<file path="config.mk">
export PLATFORM = sky130hd
export DESIGN_NAME = gbs_iou
export DESIGN_NICKNAME = d
export VERILOG_FILES = /design/src/gbs_pkg.sv /design/src/gbs_iou.sv
export SDC_FILE = /design/constraint.sdc
export NUM_CORES = 2
export LEC_CHECK = 0
export BUFFER_PORTS_ARGS = -buffer_cell sky130_fd_sc_hd__buf_2
export CAP_MARGIN = 0
export CELL_PAD_IN_SITES_DETAIL_PLACEMENT = 0
export CELL_PAD_IN_SITES_GLOBAL_PLACEMENT = 2
export CORE_UTILIZATION = 34
export DETAILED_ROUTE_END_ITERATION = 12
export PLACE_DENSITY_LB_ADDON = 0.1
export SKIP_LAST_GASP = 1
export SYNTH_ARGS = -nofsm -noshare
export SYNTH_HDL_FRONTEND = slang
export SYNTH_SLANG_ARGS = --single-unit
export TNS_END_PERCENT = 30
</file>
<file path="constraint.sdc">
create_clock -name clk -period 7.6 [get_ports clk]
set_input_delay 0.76 -clock clk [delete_from_list [all_inputs] [get_ports clk]]
set_output_delay 0.76 -clock clk [all_outputs]
set_load 0.005 [all_outputs]
</file>
<file path="src/gbs_pkg.sv">
package gbs_pkg;

	// Number of kept boxes the ring of cells can hold.
	localparam int MAX_KEPT = 64;
	// Pipeline depth of the shared overlap unit.
	localparam int IOU_LAT = 4;
	localparam int TOTAL_W = $clog2(MAX_KEPT + 1);
	localparam int CNT_W = $clog2(MAX_KEPT + IOU_LAT);
	localparam int SLOT_W = 6;
	localparam int THR_W = 9;
	localparam logic [THR_W-1:0] THR_RESET = 9'd115;

	typedef struct packed {
		logic signed [17:0] left;
		logic signed [17:0] top;
		logic signed [17:0] right;
		logic signed [17:0] bottom;
		logic [31:0] area;
	} kept_box_t;

	typedef struct packed {
		logic valid;
		logic suppress;
	} iou_res_t;

endpackage

</file>
<file path="src/gbs_iou.sv">
module gbs_iou (
	input logic clk,
	input logic arst_n,
	input logic en,
	input gbs_pkg::kept_box_t query,
	input gbs_pkg::kept_box_t kept,
	input logic [8:0] thr,
	output gbs_pkg::iou_res_t res
);
	import gbs_pkg::*;

	logic signed [17:0] q_l, q_t, q_r, q_b, k_l, k_t, k_r, k_b;
	logic signed [17:0] min_r, max_l, min_b, max_t;
	logic [18:0] iw, ih;
	logic ovl;

	logic vld_s1, vld_s2, vld_s3;
	logic ok_s1, ok_s2, ok_s3;
	logic [15:0] iw_s1, ih_s1;
	logic [32:0] sum_s1, sum_s2;
	logic [31:0] inter_s2, inter_s3;
	logic [32:0] uni;
	logic [41:0] prod;
	logic [41:0] prod_s3;
	iou_res_t res_q;

	assign q_l = query.left;
	assign q_t = query.top;
	assign q_r = query.right;
	assign q_b = query.bottom;
	assign k_l = kept.left;
	assign k_t = kept.top;
	assign k_r = kept.right;
	assign k_b = kept.bottom;

	always_comb begin
		min_r = (q_r < k_r) ? q_r : k_r;
		max_l = (q_l > k_l) ? q_l : k_l;
		min_b = (q_b < k_b) ? q_b : k_b;
		max_t = (q_t > k_t) ? q_t : k_t;
		iw = {min_r[17], min_r} - {max_l[17], max_l};
		ih = {min_b[17], min_b} - {max_t[17], max_t};
		// A positive overlap can never exceed the query width, so 16 bits carry it.
		ovl = !iw[18] && (iw != '0) && !ih[18] && (ih != '0);
	end

	assign uni = sum_s2 - {1'b0, inter_s2};
	assign prod = {33'd0, thr} * {9'd0, uni};

	always_ff @(posedge clk or negedge arst_n) begin
		if (!arst_n) begin
			vld_s1 <= 1'b0;
			vld_s2 <= 1'b0;
			vld_s3 <= 1'b0;
			res_q <= '0;
		end else begin
			vld_s1 <= en;
			vld_s2 <= vld_s1;
			vld_s3 <= vld_s2;
			res_q.valid <= vld_s3;
			res_q.suppress <= vld_s3 && ok_s3 && ({2'b00, inter_s3, 8'h00} > prod_s3);
		end
	end

	always_ff @(posedge clk) begin
		ok_s1 <= en && ovl;
		iw_s1 <= iw[15:0];
		ih_s1 <= ih[15:0];
		sum_s1 <= {1'b0, query.area} + {1'b0, kept.area};
		ok_s2 <= ok_s1;
		inter_s2 <= iw_s1 * ih_s1;
		sum_s2 <= sum_s1;
		ok_s3 <= ok_s2;
		inter_s3 <= inter_s2;
		prod_s3 <= prod;
	end

	assign res = res_q;

endmodule

</file>
Yosys cells after proc, flatten, opt, wreduce, memory -nomap -nowiden
Cells that the tools add are included.
{"block": "word_totals", "ff_bits": 212, "memories": 0, "latchBits": 0, "out_inout_bits": 2, "wordCells": 40, "mem_bits_ro": 0, "mem_bits_rw": 0, "in_bits": 220}
{"block": "classes", "bitwise": 0, "n_addsub": 4, "n_reduce_logical": 10, "muxes": 4, "order_cmp": 5, "eq_ne": 0, "n_shift": 0, "n_mul": 2, "n_div": 0}
{"cell": "18-bit two-way mux", "n": 4}
{"cell": "40-bit by 42-bit greater-than comparator with 1-bit output", "n": 1}
{"cell": "9-bit by 33-bit multiplier with 42-bit output", "n": 1}
{"cell": "19-bit nonzero test", "n": 2}
{"cell": "18-bit by 18-bit subtractor with 19-bit output", "n": 2}
{"cell": "18-bit greater-than comparator", "n": 2}
{"cell": "18-bit < comparator", "n": 2}
{"cell": "32-bit by 32-bit adder with 33-bit output", "n": 1}
{"cell": "33-bit by 32-bit subtractor with 33-bit output", "n": 1}
{"cell": "16-bit by 16-bit multiplier with 32-bit output", "n": 1}
{"cell": "1-bit logical AND", "n": 6}
{"cell": "1-bit logical NOT", "n": 2}

Longest topological paths before layout
{"block": "depth", "ltp_word": 8, "mapped_depth": 30}

Worst setup path after synthesis
Ideal clock, no wire load.
{"block": "synth_timing", "path_type": "reg-to-reg", "from": "register inter_s2[7]", "to": "register prod_s3[41]", "slack_ns": 0.907, "setup_time_ns": 0.072, "required_ns": 7.528, "synth_period_minus_slack_ns": 6.693, "path_stages_with_launch": 30, "arrival_ns": 6.621, "cell_sequence": "dfxtp_1 inv_1 ha_1 clkbuf_1 a2111o_1 o21a_1 or2_2 a31o_2 a21o_1 a21oi_1 xnor2_1 nand2_1 fa_1 inv_1 fa_1 fa_1 inv_1 fa_1 inv_1 ha_1 clkbuf_1 a21oi_1 o21ai_0 a221oi_1 a2bb2oi_1 o211ai_1 a41oi_1 o21ai_1 a21oi_1 xnor2_1"}
{"block": "synth_via", "elab_chain_cells": 2}
{"element": "start, declared", "line_no": "gbs_iou.sv:21", "rtl": "logic [31:0] inter_s2, inter_s3;"}
{"element": "start signal, assigned", "line_no": "gbs_iou.sv:71", "rtl": "inter_s2 <= iw_s1 * ih_s1;"}
{"element": "33-bit by 32-bit subtractor with 33-bit output", "line_no": "gbs_iou.sv:47", "rtl": "assign uni = sum_s2 - {1'b0, inter_s2};"}
{"element": "9-bit by 33-bit multiplier with 42-bit output", "line_no": "gbs_iou.sv:48", "rtl": "assign prod = {33'd0, thr} * {9'd0, uni};"}
{"element": "via prod[41]", "line_no": "gbs_iou.sv:23", "rtl": "logic [41:0] prod;"}
{"element": "end signal, assigned", "line_no": "gbs_iou.sv:75", "rtl": "prod_s3 <= prod;"}
{"element": "end, declared", "line_no": "gbs_iou.sv:24", "rtl": "logic [41:0] prod_s3;"}
The timed path passes the listed nets, and every way through them passes these cells.

Worst setup path after layout
{"block": "layout_timing", "from": "register inter_s2[2]", "to": "register prod_s3[41]"}
Same word-level chain as after synthesis.

==> reports/metrics.yaml <==
outcome:
  run_status: "finished with violations"
  violations: "DRC"
detailed_routing:
  wl_per_cell_um: 17.90
  ant_nets: 0
  num_vias: 23730
  firstDrtPassIters: 9
  wl_um: 87210
  via_per_inst: 4.873
  drcViolationCount: 6
  drt_iter0_drc: 943
global_routing:
  grtUsageTotal_pct: 19.64
  grt_pass1_vias: 26230
  grt_pass1_wl_um: 142100
  antenna_found_initial: 11
  overflow: 0
  grt_start_max_net_pins: 38
sta:
  hold_viol: 0
  worst_slew_pin_slew_ps: 997.7
  fin_crit_ps: 7223
  rsz0062_at_grt: "yes"
  hold-worst-slack_ps: 323.4
  fin_skew_ps: 28.15
  fmax_ghz: 0.1385
  setup_ws_ps: 377.3
  setup_viol: 0
  slew_headroom_pct: 33.49
  final_max_slew_viol_count: 0
  min_period_over_period_pct: 95.03
floorplanning:
  die_h_um: 302.1
  dieArea_mm2: 0.09123
  start_util_pct: 34.48
  die_w_um: 302.1
  num_rows: 109
  num_io_pins: 222
  core-area_mm2: 0.08878
clock_network:
  postCtsSetupBuffers: 0
  htreeDepth: 1
  insertion_delay_ps: 580
  path_clk_slew_ps: 70
  numCtsBuffers: 26
  root_buffer: "clkbuf_16"
  max-clock-path-buffers: 3
  cts_tree: "yes"
  cts_sinks: 212
logic_synthesis:
  synth.largest_area_cell: "fa_1"
  synthCells: 3469
  ys_seq_area_share_pct: 13.95
  synth.distinct_cells: 79
  synth.most_common_cell: "inv_1"
  synthTopCellsByCount: "651 x inv_1, 416 x fa_1, 368 x ha_1, 346 x nand2_1, 257 x and2_1"
  synth_edf_count: 0
  netlist_area_mm2: 0.03061
  syn_avg_cell_area_um2: 8.824
  ys_top_cells_by_area: "fa_1 27%, ha_1 15%, dfxtp_1 14%, inv_1 8.0%, and2_1 5.3%"
  async_reset_ff_share_pct: 2.358
  synthDominantCellAreaShare_pct: 27.21
  synth_seq_cells: 212
  yosysWarningCount: 0
  synth_ff_type: "dfxtp_1"
  synth_nets: 4473
critical_path:
  worstPathMaxFanout: 9
  cp.required_ps: 8090
  slowest_delay_ps: 510
  slowest_stage: "fa_1"
  arrival_ps: 7710
  endpoint_kind: "register"
  crit_path_frequent_cell: "fa_1"
  setup.worst_path.class: "reg2reg"
  start_kind: "register"
layout:
  area_growth_pct: 11.86
  design_area_mm2: 0.03424
  regArea_mm2: 0.004269
  multi_input_area_mm2: 0.02354
  drive_gt1_share_pct: 11.01
  final-instance-count-excl-fill: 4871
  fin_nets: 4689
  nFillCells: 9042
worst_hold_path:
  hp-class: "in2reg"
placement:
  placed_area_mm2: 0.03329
  numPortBuffers: 221
  place_inst: 4821
  dpl.hpwl_um: 73790
  finalWeightedCongestion: 0.8427
  pre_cts_ws_ps: 203.9
run:
  drv_cap: 0
flip-flops by register name (all words and copies together), names as in the netlist:
name	count
ih_s1	16
inter_s2	32
inter_s3	32
iw_s1	16
ok_s1	1
ok_s2	1
ok_s3	1
prod_s3	42
res	2
sum_s1	33
sum_s2	33
vld_s1	1
vld_s2	1
vld_s3	1
layer usage:
layer / global-route usage, % / part of all wire [%] / vias up
met5: 0 / 0.13 / -
met4: 5.580 / 2.8 / 18
met3: 1.810 / 3.0 / 112
met2: 34.56 / 49 / 382
met1: 25.54 / 45 / 11590
li1: - / - / 11640
cells in the final DEF (no fill, tap or decap), types with 26 or more instances in the layout:
master,synthesis,routed
inv_1,651,651
fa_1,416,416
ha_1,368,367
nand2_1,346,346
and2_1,257,257
buf_2,2,221
dfxtp_1,207,207
a21oi_1,164,163
a21o_1,104,104
xnor2_1,93,92
nor2_1,91,91
o21ai_0,73,71
buf_4,0,68
nand3_1,45,44
xor2_1,42,42
nand4_1,41,41
mux2i_1,40,40
mux2_2,38,38
nor3_1,33,33
nor2b_1,32,32
o21a_1,32,32
nand2b_1,28,28
clkbuf_16,0,26
worst paths after layout:
check                      cells past startpoint           to   startpoint  slack, ps
setup reg to reg                              28  prod_s3[41]  inter_s2[2]        380
setup / recovery                              28  prod_s3[41]  inter_s2[2]        380
hold / removal                                 1       vld_s1           en        320
min in group asynchronous                      2       vld_s2       arst_n        570
hold reg to reg                                0   sum_s2[30]   sum_s1[30]        330
max in group asynchronous                      2       res[0]       arst_n       6830
area by class of cell:
cell class	instances	share of cell area [%]
inverters	651	7.137
diodes	1	0.007308
repair buffers	290	4.750
flip-flops and latches	212	12.47
clock inverters	21	0.7089
clock buffers	27	1.911
multi-input cells	2504	68.76
well taps	1165	4.257
worst max-delay path: cells and delay by family, from the launching register on:
family,cells,cell delay (ps)
AOI/OAI and AO/OA,13,2920
DFF,1,340
buffers and inverters,4,340
adders and majority gates,6,2620
and+or+nand+nor,3,630
xor gates and xnor gates,2,280
cell families after synthesis:
group,Yosys count,share of synthesized area (%)
compound gates,552,11.92
flops,212,13.95
xor+xnor,135,3.863
fa+ha+maj,784,42.25
buf+inv,753,9.291
mux,78,2.706
simple gates,955,16.03
repair_timing:
item	CTS	global route
endpoints found under the hold margin	5	0
gates resized for setup	0	9
hold buffers	1	0
setup endpoints to repair	0	10
per-stage QoR:
step | utilization (%) | TNS (ps)
after floorplan | - | 0
after global placement | 37.50 | 0
after detailed placement | 37.50 | 0
after CTS | 38.52 | 0
after global routing | 38.56 | -77.83
final | 38.57 | 0
Power is left out: the tool's default activity adds up to more than one toggle a clock period on the data nets, which glitch-free logic cannot reach.
