### config.mk
export PLATFORM = sky130hd
export DESIGN_NAME = gbs_cell
export DESIGN_NICKNAME = d
export VERILOG_FILES = /design/src/gbs_pkg.sv /design/src/gbs_cell.sv
export SDC_FILE = /design/constraint.sdc
export NUM_CORES = 1
export LEC_CHECK = 0
export BUFFER_PORTS_ARGS = -buffer_cell sky130_fd_sc_hd__buf_2
export CORE_AREA = 2 2 121 123
export DETAILED_ROUTE_END_ITERATION = 8
export DIE_AREA = 0 0 123 125
export PLACE_DENSITY = 0.68
export SYNTH_ARGS = -nofsm -noshare
export SYNTH_HDL_FRONTEND = slang
export SYNTH_SLANG_ARGS = --single-unit
### constraint.sdc
create_clock -name clk -period 3.8 [get_ports clk]
set_input_delay 0.19 -clock clk [delete_from_list [all_inputs] [get_ports clk]]
set_output_delay 0.19 -clock clk [all_outputs]
set_load 0.005 [all_outputs]
### src/gbs_pkg.sv
package gbs_pkg;

	// Number of kept boxes the ring of cells can hold.
	localparam int MAX_KEPT = 64;
	// Pipeline depth of the shared overlap unit.
	localparam int IOU_LAT = 4;
	localparam int TOTAL_W = $clog2(MAX_KEPT + 1);
	localparam int CNT_W = $clog2(MAX_KEPT + IOU_LAT);
	localparam int SLOT_W = 6;
	localparam int THR_W = 9;
	localparam logic [THR_W-1:0] THR_RESET = 9'd115;

	typedef struct packed {
		logic signed [17:0] left;
		logic signed [17:0] top;
		logic signed [17:0] right;
		logic signed [17:0] bottom;
		logic [31:0] area;
	} kept_box_t;

	typedef struct packed {
		logic valid;
		logic suppress;
	} iou_res_t;

endpackage

### src/gbs_cell.sv
module gbs_cell (
	input logic clk,
	input logic shift,
	input logic load,
	input gbs_pkg::kept_box_t nbr,
	input gbs_pkg::kept_box_t wr_box,
	output gbs_pkg::kept_box_t box
);
	import gbs_pkg::*;

	kept_box_t box_q;

	always_ff @(posedge clk) begin
		if (load) begin
			box_q <= wr_box;
		end else if (shift) begin
			box_q <= nbr;
		end
	end

	assign box = box_q;

endmodule

---- Word-level counts from Yosys, hierarchy flattened ----
Cells that the tools add are included.
word-level totals
  flip-flop bits (word level) ............. 104
  bits of input ports ..................... 211
  output and inout bits ................... 104
  word-level logic and storage cells ...... 8
cells by class
  muxes and demuxes ....................... 2
  reductions and logical operators ........ 1
operator list
  operator             count
  104-bit two-way mux  2
  2-bit nonzero test   1

---- Longest topological paths before layout ----
Gate-level depths: netlist (run 1).
  depth in word-level cells ............... 2
  gate-level depth with buffers ........... 4
  gate-level depth less buffers ........... 1

---- Worst setup path before layout (run 1) ----
OpenSTA, ideal clock, no wires.
  kind .................................... input to register
  start ................................... input load
  end ..................................... register box_q, in the netlist box[0] (enable)
  library setup time ...................... 470 ps
  data arrival time ....................... 2891 ps
  required time ........................... 3330 ps
  setup slack ............................. 439 ps
  stages on the path ...................... 4
  buffers on the path ..................... 3
  cells stage by stage .................... buf_6 -> buf_6 -> buf_6 -> or2_1
on the way
  word-level cells in the longest chain between the ends .. 1
ends and longest elaborated chain
  what                          RTL line        source
  from (decl)                   gbs_cell.sv:4   input logic load,
  2-bit nonzero test (no line)  --
  to (signal assigned)          gbs_cell.sv:15  box_q <= wr_box;
  to (signal assigned)          gbs_cell.sv:17  box_q <= nbr;
  to (decl)                     gbs_cell.sv:11  kept_box_t box_q;
Every way passes these cells.
A chain may end at the register's enable or synchronous reset.

---- Final worst setup path (run 1) ----
  start ................................... input load
  end ..................................... register box_q, in the netlist box[14] (enable)
The elaborated chain is that of the path after synthesis.

==> metrics.txt, run 1 <==
Final Hold Viols 0; Setup Buffers After CTS 0; drt pass-1 iters 4; GRT Residual Overflow 0; H-tree lvl count 3; critical path depth 3; Layout fillers 1,301; pwr/cell area slightly above 400 nW/um^2; initial core utilization 32.3%; CP Launch Point load; CP Capture Type flip-flop; CP Cell Sequence buf_4, or2_4, buf_12; die width around 120 um; critical path class input pin to flip-flop; gr usage total around 14%; Worst setup SP type input pin; WL per Instance 15.5 um; post-DP HPWL 8600 um; number of remaining DRC errors 0; Mapped Area 4590 um^2; drt total wl 11,200 um; vias in the first global route around 3,300; Sequential Area 3120 um^2; Worst EP required roughly 3.8 ns; final net count 747; M1 WL between 3000 and 4000 um; Layout area overhead 43.6%; max_slew headroom 47.5%; fin crit period 1.27 ns; multi-input logic area 1360 um^2; Final period util 33.5%; status complete, no violations; Root Driver clkbuf_16; CTS tree built; row cnt 44; clock sinks 104; Gate Count Post-Synth 221; Netlist cell types 6; Buf/Inv on CP 2; worst vdd ir between 0.15 and 0.2 mV; uppermost layer routed met4; Sw Ratio between 20% and 30%; first-pass GRT wire length about 16,000 um; # hold bufs at CTS 0; # setup viols final 0; Sw Pwr between 0.5 and 0.6 mW; Leak 3.06 nW; met2 routed WL between 5000 and 6000 um; core area 14,200 um^2; antenna-violating nets left 0; met3 WL 1220 um; top cell family by delay on the critical path simple AND/OR/NAND/NOR gates; CP arrival about 1.3 ns; Worst Setup EP box[14]$_DFFE_PP_; placed cell area 6330 um^2; Largest register FFs 104; syn_area_per_cell 20.8 um^2; Flop pwr share 53.4%; most common cell after layout, fill and taps aside buf_2; slowest cell delay on critical path 0.61 ns; Worst-Margin Slew 0.788 ns; register bit total from synthesis 104; vias post-DR 3,133; worst-case clock buffer depth 2; Post-Layout Inst Area about 6600 um^2; Comb pwr share 15.9%; Max Cap Viol 0; Max Freq 0.787 GHz; cts bufs inserted 9; sequential-to-total area share from yosys stat between 60% and 70%; die area 15,400 um^2; CP Max Fanout 53; DRT iter0 DRCs 88; CP max stage cell or2_4; largest net degree at the start of global routing 105; Worst Hold Class input pin to flip-flop; Yosys warnings 0; gpl congestion a little under 0.8; RSZ-0062 raised after global routing no; share of layout cells above drive strength 1 between 80% and 90%; most frequent cells in the layout buf_2, edfxtp_1, mux2_2; Clock transition at path regs 0.07 ns; clock network fraction of design power 30.7%; die span in y about 130 um; post-cts gate resize count 0; total internal power 2.11 mW; synthesized net count roughly 430; Buffers on Ports 314; Via density between 4 and 5; ANT cells 0; Slew Limit Fails 0; initial antenna violation count 1; Setup TNS 0 ns; IO Count 315
[cells in the mapped netlist]
master / n / area share, %
or2_1: 1 / 0.14
buf_2: 5 / 0.55
mux2_4: 49 / 16
edfxtp_1: 104 / 68
mux2_2: 55 / 13
buf_6: 7 / 1.7
[power by group through the flow]
stage / combinational [mW] / clock, mW / sequential (mW)
after floorplan: 0.159 / 0 / 1.49
after global placement: 0.431 / 0 / 1.46
after detailed placement: 0.439 / 0 / 1.46
after CTS: 0.439 / 0.862 / 1.44
after global routing: 0.469 / 0.900 / 1.45
final: 0.428 / 0.828 / 1.44
[cell families (layout without fill, tap and decap cells)]
logic type	Yosys count	count (layout)	share of synthesized area [%]
multiplexers	104	104	29.5
flip-flops	104	104	68.1
buffers and inverters	12	332	2.26
AND/OR/NAND/NOR	1	1	0.136
[area by class of cell]
cell class                 count  area share, %
timing repair buffer         316           24.5
clock buffer                  12           3.59
sequential                   104           47.4
tap                          184           3.49
multi-input combinational    105           20.7
clock inverter                 4          0.323
[worst min path at each step]
stage / startpoint / endpoint / slack (ns) / depth (start not counted)
finish: nbr[55] / box[55]$_DFFE_PP_ / 0.14 / 2
global placement: nbr[80] / box[80]$_DFFE_PP_ / 0.49 / 2
CTS: nbr[55] / box[55]$_DFFE_PP_ / 0.13 / 2
detailed placement: nbr[81] / box[81]$_DFFE_PP_ / 0.49 / 2
floorplan: wr_box[52] / box[52]$_DFFE_PP_ / 0.41 / 1
global route: nbr[98] / box[98]$_DFFE_PP_ / 0.13 / 2
[per-layer routing]
metal  global-route usage, %  up-vias
li1                        -     1497
met1                    13.4     1425
met2                    26.3      191
met3                    4.88       20
met4                    6.28        0
met5                       0        -
[metrics by stage]
stage,power (mW),utilization (%),hold WS [ns],setup WS [ns],instances
after detailed placement,1.90,44.6,0.493,2.11,709
after global routing,2.82,46.4,0.132,2.43,725
final,2.70,46.4,0.145,2.53,725
after global placement,1.89,44.6,0.490,2.15,709
after CTS,2.74,46.4,0.127,2.49,725
after floorplan,1.65,-,0.407,0.439,221
Note: power is estimated with default switching activity, not from simulation.
==> inputs of run 2 (changes only) <==
Settings changed: ABC_AREA set to 1, PLACE_DENSITY 0.68 to 0.67.
Clock period 3.8 ns to 1.2 ns, I/O delays scaled along.
==> run 2 against run 1 <==
Area after synthesis shrank 2.6%; clock power grew to 3.2 times the previous value; die area did not move; via count up 59%; synthesized cell count grew 100%; largest power group unchanged.
==> metrics.txt, run 2 <==
# setup viols final 0; clock sinks 104; critical path depth 1; Netlist cell types 7; initial core utilization 31.5%; Setup Buffers After CTS 0; Worst-Margin Slew ~0.47 ns; Setup TNS 0 ns; fin crit period between 1 and 1.5 ns; post-DP HPWL about 9500 um; Largest register FFs 104; Yosys warnings 0; final net count between 1,000 and 1,500; Mapped Area approximately 4500 um^2; DRT iter0 DRCs between 200 and 250; WL per Instance 14.9 um; post-synth top area cell edfxtp_1; commonest cells in the synthesized netlist nand2_1, edfxtp_1, buf_2; Clock transition at path regs 0.07 ns; total power approximately 9.1 mW; most common cell in the netlist nand2_1; # hold bufs at CTS 187; ys async rst share 0%; most common cell after layout, fill and taps aside buf_2; top cell family by delay on the critical path flip-flops; Slew Limit Fails 0; largest net degree at the start of global routing 105; first-pass GRT wire length 25,200 um; RSZ-0062 raised after global routing no; gr usage total a little over a fifth; worst vdd ir 0.661 mV; antenna-violating nets left 0; CP Launch Point box[102]$_DFFE_PP_; CTS tree built; core area 14,200 um^2; gpl congestion 0.747; status complete, no violations; pwr/cell area 1090 nW/um^2; most frequent cells in the layout buf_2, nand2_1, dlygate4sd3_1; CP Max Fanout 1; Final period util 87.9%; IO Count 315; CP Capture Type primary output; worst hold margin 0.00755 ns; row cnt 44; cts bufs inserted 9; worst-case clock buffer depth 2; top cells by area, synth edfxtp_1, nand2_1, buf_6, buf_2, buf_4; CP Cell Sequence buf_2; Buf/Inv on CP 1; Worst Hold Class input pin to flip-flop; syn_area_per_cell between 10 and 15 um^2; initial antenna violation count 2; Max Cap Viol 0; drt pass-1 iters 4; max_slew headroom around two thirds; Layout fillers ~1,100; Max Freq 0.948 GHz; share of layout cells above drive strength 1 35.6%; post-cts gate resize count 0; Final Hold Viols 0; area share of the largest cell type after synthesis 69.9%; Buffers on Ports 314; critical path class flip-flop to primary output; synthesized net count 652; Primary FF master, synth edfxtp_1; Worst setup SP type flip-flop; sequential-to-total area share from yosys stat 69.9%; register bit total from synthesis 104; Worst EP required 1.14 ns; die span in y 125 um; Layout area overhead 86.5%; Post-synth EDFFs 104; vias in the first global route approximately 5,200; die area 15,400 um^2; die width 123 um; Leak 4.19 nW; number of remaining DRC errors 0; GRT Residual Overflow 0; Via density 4.43; slowest cell delay on critical path between 0.4 and 0.5 ns; CP arrival 0.99 ns; Worst Setup EP box[102]; Root Driver clkbuf_16; vias post-DR 4,983; H-tree lvl count 3; Gate Count Post-Synth 441; Placed Cells 922; drt total wl roughly 17,000 um; post-layout instance count excluding filler cells between 1,000 and 1,500; CP max stage cell edfxtp_1
-- run 2: layout make-up --
cell class / count / area (um^2) / share of cell area [%]
Antenna cell: 1 / 2.50 / 0.0300
Clock buffer: 10 / 229 / 2.75
Clock inverter: 6 / 36.3 / 0.435
Inverter: 1 / 5.00 / 0.0601
Multi-Input combinational cell: 313 / 1180 / 14.2
Sequential cell: 104 / 3120 / 37.5
Tap cell: 184 / 230 / 2.76
Timing Repair Buffer: 507 / 3530 / 42.3
-- run 2: where the power goes --
group	internal (mW)	switching [mW]
clock network	1.39	1.26
registers	4.46	0.117
logic	1.03	0.794
-- run 2: metal layers --
| metal | GRT usage [%] | up-vias | part of all wire, % | wire, um |
|---|---|---|---|---|
| met5 | 0 | - | 0 | 0 |
| met1 | 21.7 | 2226 | 36 | 6000 |
| li1 | - | 2405 | - | - |
| met4 | 12.4 | 0 | 4.4 | 743 |
| met2 | 37.9 | 291 | 50 | 8340 |
| met3 | 6.48 | 61 | 10 | 1680 |
-- run 2: metrics by stage --
stage / util (%) / setup WS, ns / area [um^2]
2_1_floorplan: - / -0.262 / 4480
3_3_place_gp: 43.6 / 0.166 / 6190
3_5_place_dp: 43.6 / 0.165 / 6190
4_1_cts: 58.7 / 0.0957 / 8330
5_1_grt: 58.7 / 0.0982 / 8330
6_report: 58.7 / 0.145 / 8330
-- run 2: kinds of logic after synthesis --
group                  count (synthesis)  synth area share (%)
buffers and inverters                 24                  3.75
AND/OR/NAND/NOR                      313                  26.4
flip-flops                           104                  69.9
-- run 2: worst min-delay path by stage --
stage | startpoint | endpoint | slack, ns | cells past startpoint
finish | wr_box[66] | box[66]$_DFFE_PP_ | 0.008 | 3
detailed placement | nbr[29] | box[29]$_DFFE_PP_ | 0.33 | 3
global route | wr_box[66] | box[66]$_DFFE_PP_ | 0.01 | 3
global placement | nbr[17] | box[17]$_DFFE_PP_ | 0.33 | 3
floorplan | nbr[0] | box[0]$_DFFE_PP_ | 0.24 | 2
CTS | nbr[41] | box[41]$_DFFE_PP_ | 0.0002 | 3
==> inputs of run 3 (changes only) <==
Settings changed: MAX_ROUTING_LAYER set to met4.
==> run 3 against run 2 <==
Wire length up 0.47%; utilization unchanged; largest cell class unchanged; clock power about the same; final cell count is the same; via count increased by 0.20%; die area stayed put; sequential share of layout area unchanged; count of clock-buffer cells in the layout is the same; fmax fell by 0.60%; cell area stayed put; worst hold slack got worse by 0.0010 ns; non-clock buffer count unchanged; largest power group unchanged.
==> metrics.txt, run 3 (synthesis results as in run 2) <==
status complete, no violations; Slew Limit Fails 0; drt total wl 16,800 um; Buffers on Ports 314; Leak 4.19 nW; critical path class flip-flop to primary output; Worst-Margin Slew 0.485 ns; final net count 1,147; GRT Residual Overflow 0; Final period util 88.4%; cts bufs inserted 9; drt pass-1 iters 4; Setup WS post-layout between 0.1 and 0.15 ns; Sequential Area 3120 um^2; initial antenna violation count 2; # setup viols final 0; worst vdd ir 0.664 mV; number of remaining DRC errors 0; post-DP HPWL between 9000 and 10,000 um; multi-input logic area roughly 1200 um^2; RSZ-0062 raised after global routing no; CP Cell Sequence buf_2; antenna-violating nets left 0; IO Count 315; most frequent cells in the layout buf_2, nand2_1, dlygate4sd3_1; Max Cap Viol 0; initial core utilization 31.5%; pwr/cell area 1090 nW/um^2; Root Driver clkbuf_16; CP max stage cell edfxtp_1; Worst EP required ~1.1 ns; Setup TNS 0 ns; H-tree lvl count 3; Max Freq 0.942 GHz; Worst Hold Class input pin to flip-flop; most common cell after layout, fill and taps aside buf_2; WL per Instance approximately 15 um; Buf/Inv on CP 1; worst-case clock buffer depth 2; share of layout cells above drive strength 1 35.6%; Largest register FFs between 100 and 150; Final Hold Viols 0; Worst setup SP type flip-flop; first-pass GRT wire length 25,100 um; CP Capture Type primary output; die area 15,400 um^2; row cnt 44; post-cts gate resize count 0; vias in the first global route 5,222; Layout fillers 1,127; core area around 14,000 um^2; largest net degree at the start of global routing ~110; clock sinks 104; CP arrival 1.00 ns; fin crit period 1.06 ns; gpl congestion 0.757; vias post-DR 4,993; CP Max Fanout 1; CTS tree built; die span in y 125 um; max_slew headroom 67.7%; Via density 4.43; DRT iter0 DRCs 270; Layout area overhead 86.5%; dpl ws 0.165 ns; slowest cell delay on critical path 0.48 ns; gr usage total between 20% and 30%; Clock transition at path regs 0.07 ns; top cell family by delay on the critical path flip-flops; Final Core Density 58.7%; die width 123 um
run 3: cell counts in the layout (fill, tap and decap cells not counted):
Identical to the previous run, type by type.
run 3: routing by layer:
metal,global-route usage [%],vias to the layer above,share of wire (%)
li1,-,2405,-
met3,5.02,53,9.5
met2,38.2,303,50
met5,-,-,0
met4,11.8,0,3.9
met1,22.7,2232,36
run 3: what timing repair did:
item | 4_1_cts | 5_1_grt
hold buffers | 187 | 0
hold endpoints to repair | 101 | 0
setup buffers | 0 | 0
run 3: final cells by class:
class                           count  share of cell area, %
Sequential cell                   104                   37.5
Timing Repair Buffer              507                   42.3
Clock buffer                       10                   2.75
Multi-Input combinational cell    313                   14.2
Antenna cell                        1                 0.0300
Inverter                            1                 0.0601
Tap cell                          184                   2.76
Clock inverter                      6                  0.435
run 3: final timing paths:
check / to / slack, ns / start / cells after the start
min: box[66]$_DFFE_PP_ / 0.007 / wr_box[66] / 3
max: box[102] / 0.14 / box[102]$_DFFE_PP_ / 1
run 3: tightest hold or removal path, cell delays in order:
cell and delay (ns):
buf_2 0.08, nand2_1 0.04, nand2_1 0.06
run 3: through the flow:
step / total power, mW / std cells / hold WS, ns / area (um^2)
floorplan: 5.11 / 441 / 0.239 / 4480
global placement: 5.95 / 922 / 0.325 / 6190
detailed placement: 5.97 / 922 / 0.329 / 6190
CTS: 9.11 / 1125 / 0.000153 / 8330
global route: 9.50 / 1126 / 0.00293 / 8330
finish: 9.08 / 1126 / 0.00651 / 8330
run 3: power by group:
group | switching, mW | internal [mW]
Clock | 1.28 | 1.39
Sequential | 0.117 | 4.46
Combinational | 0.798 | 1.03
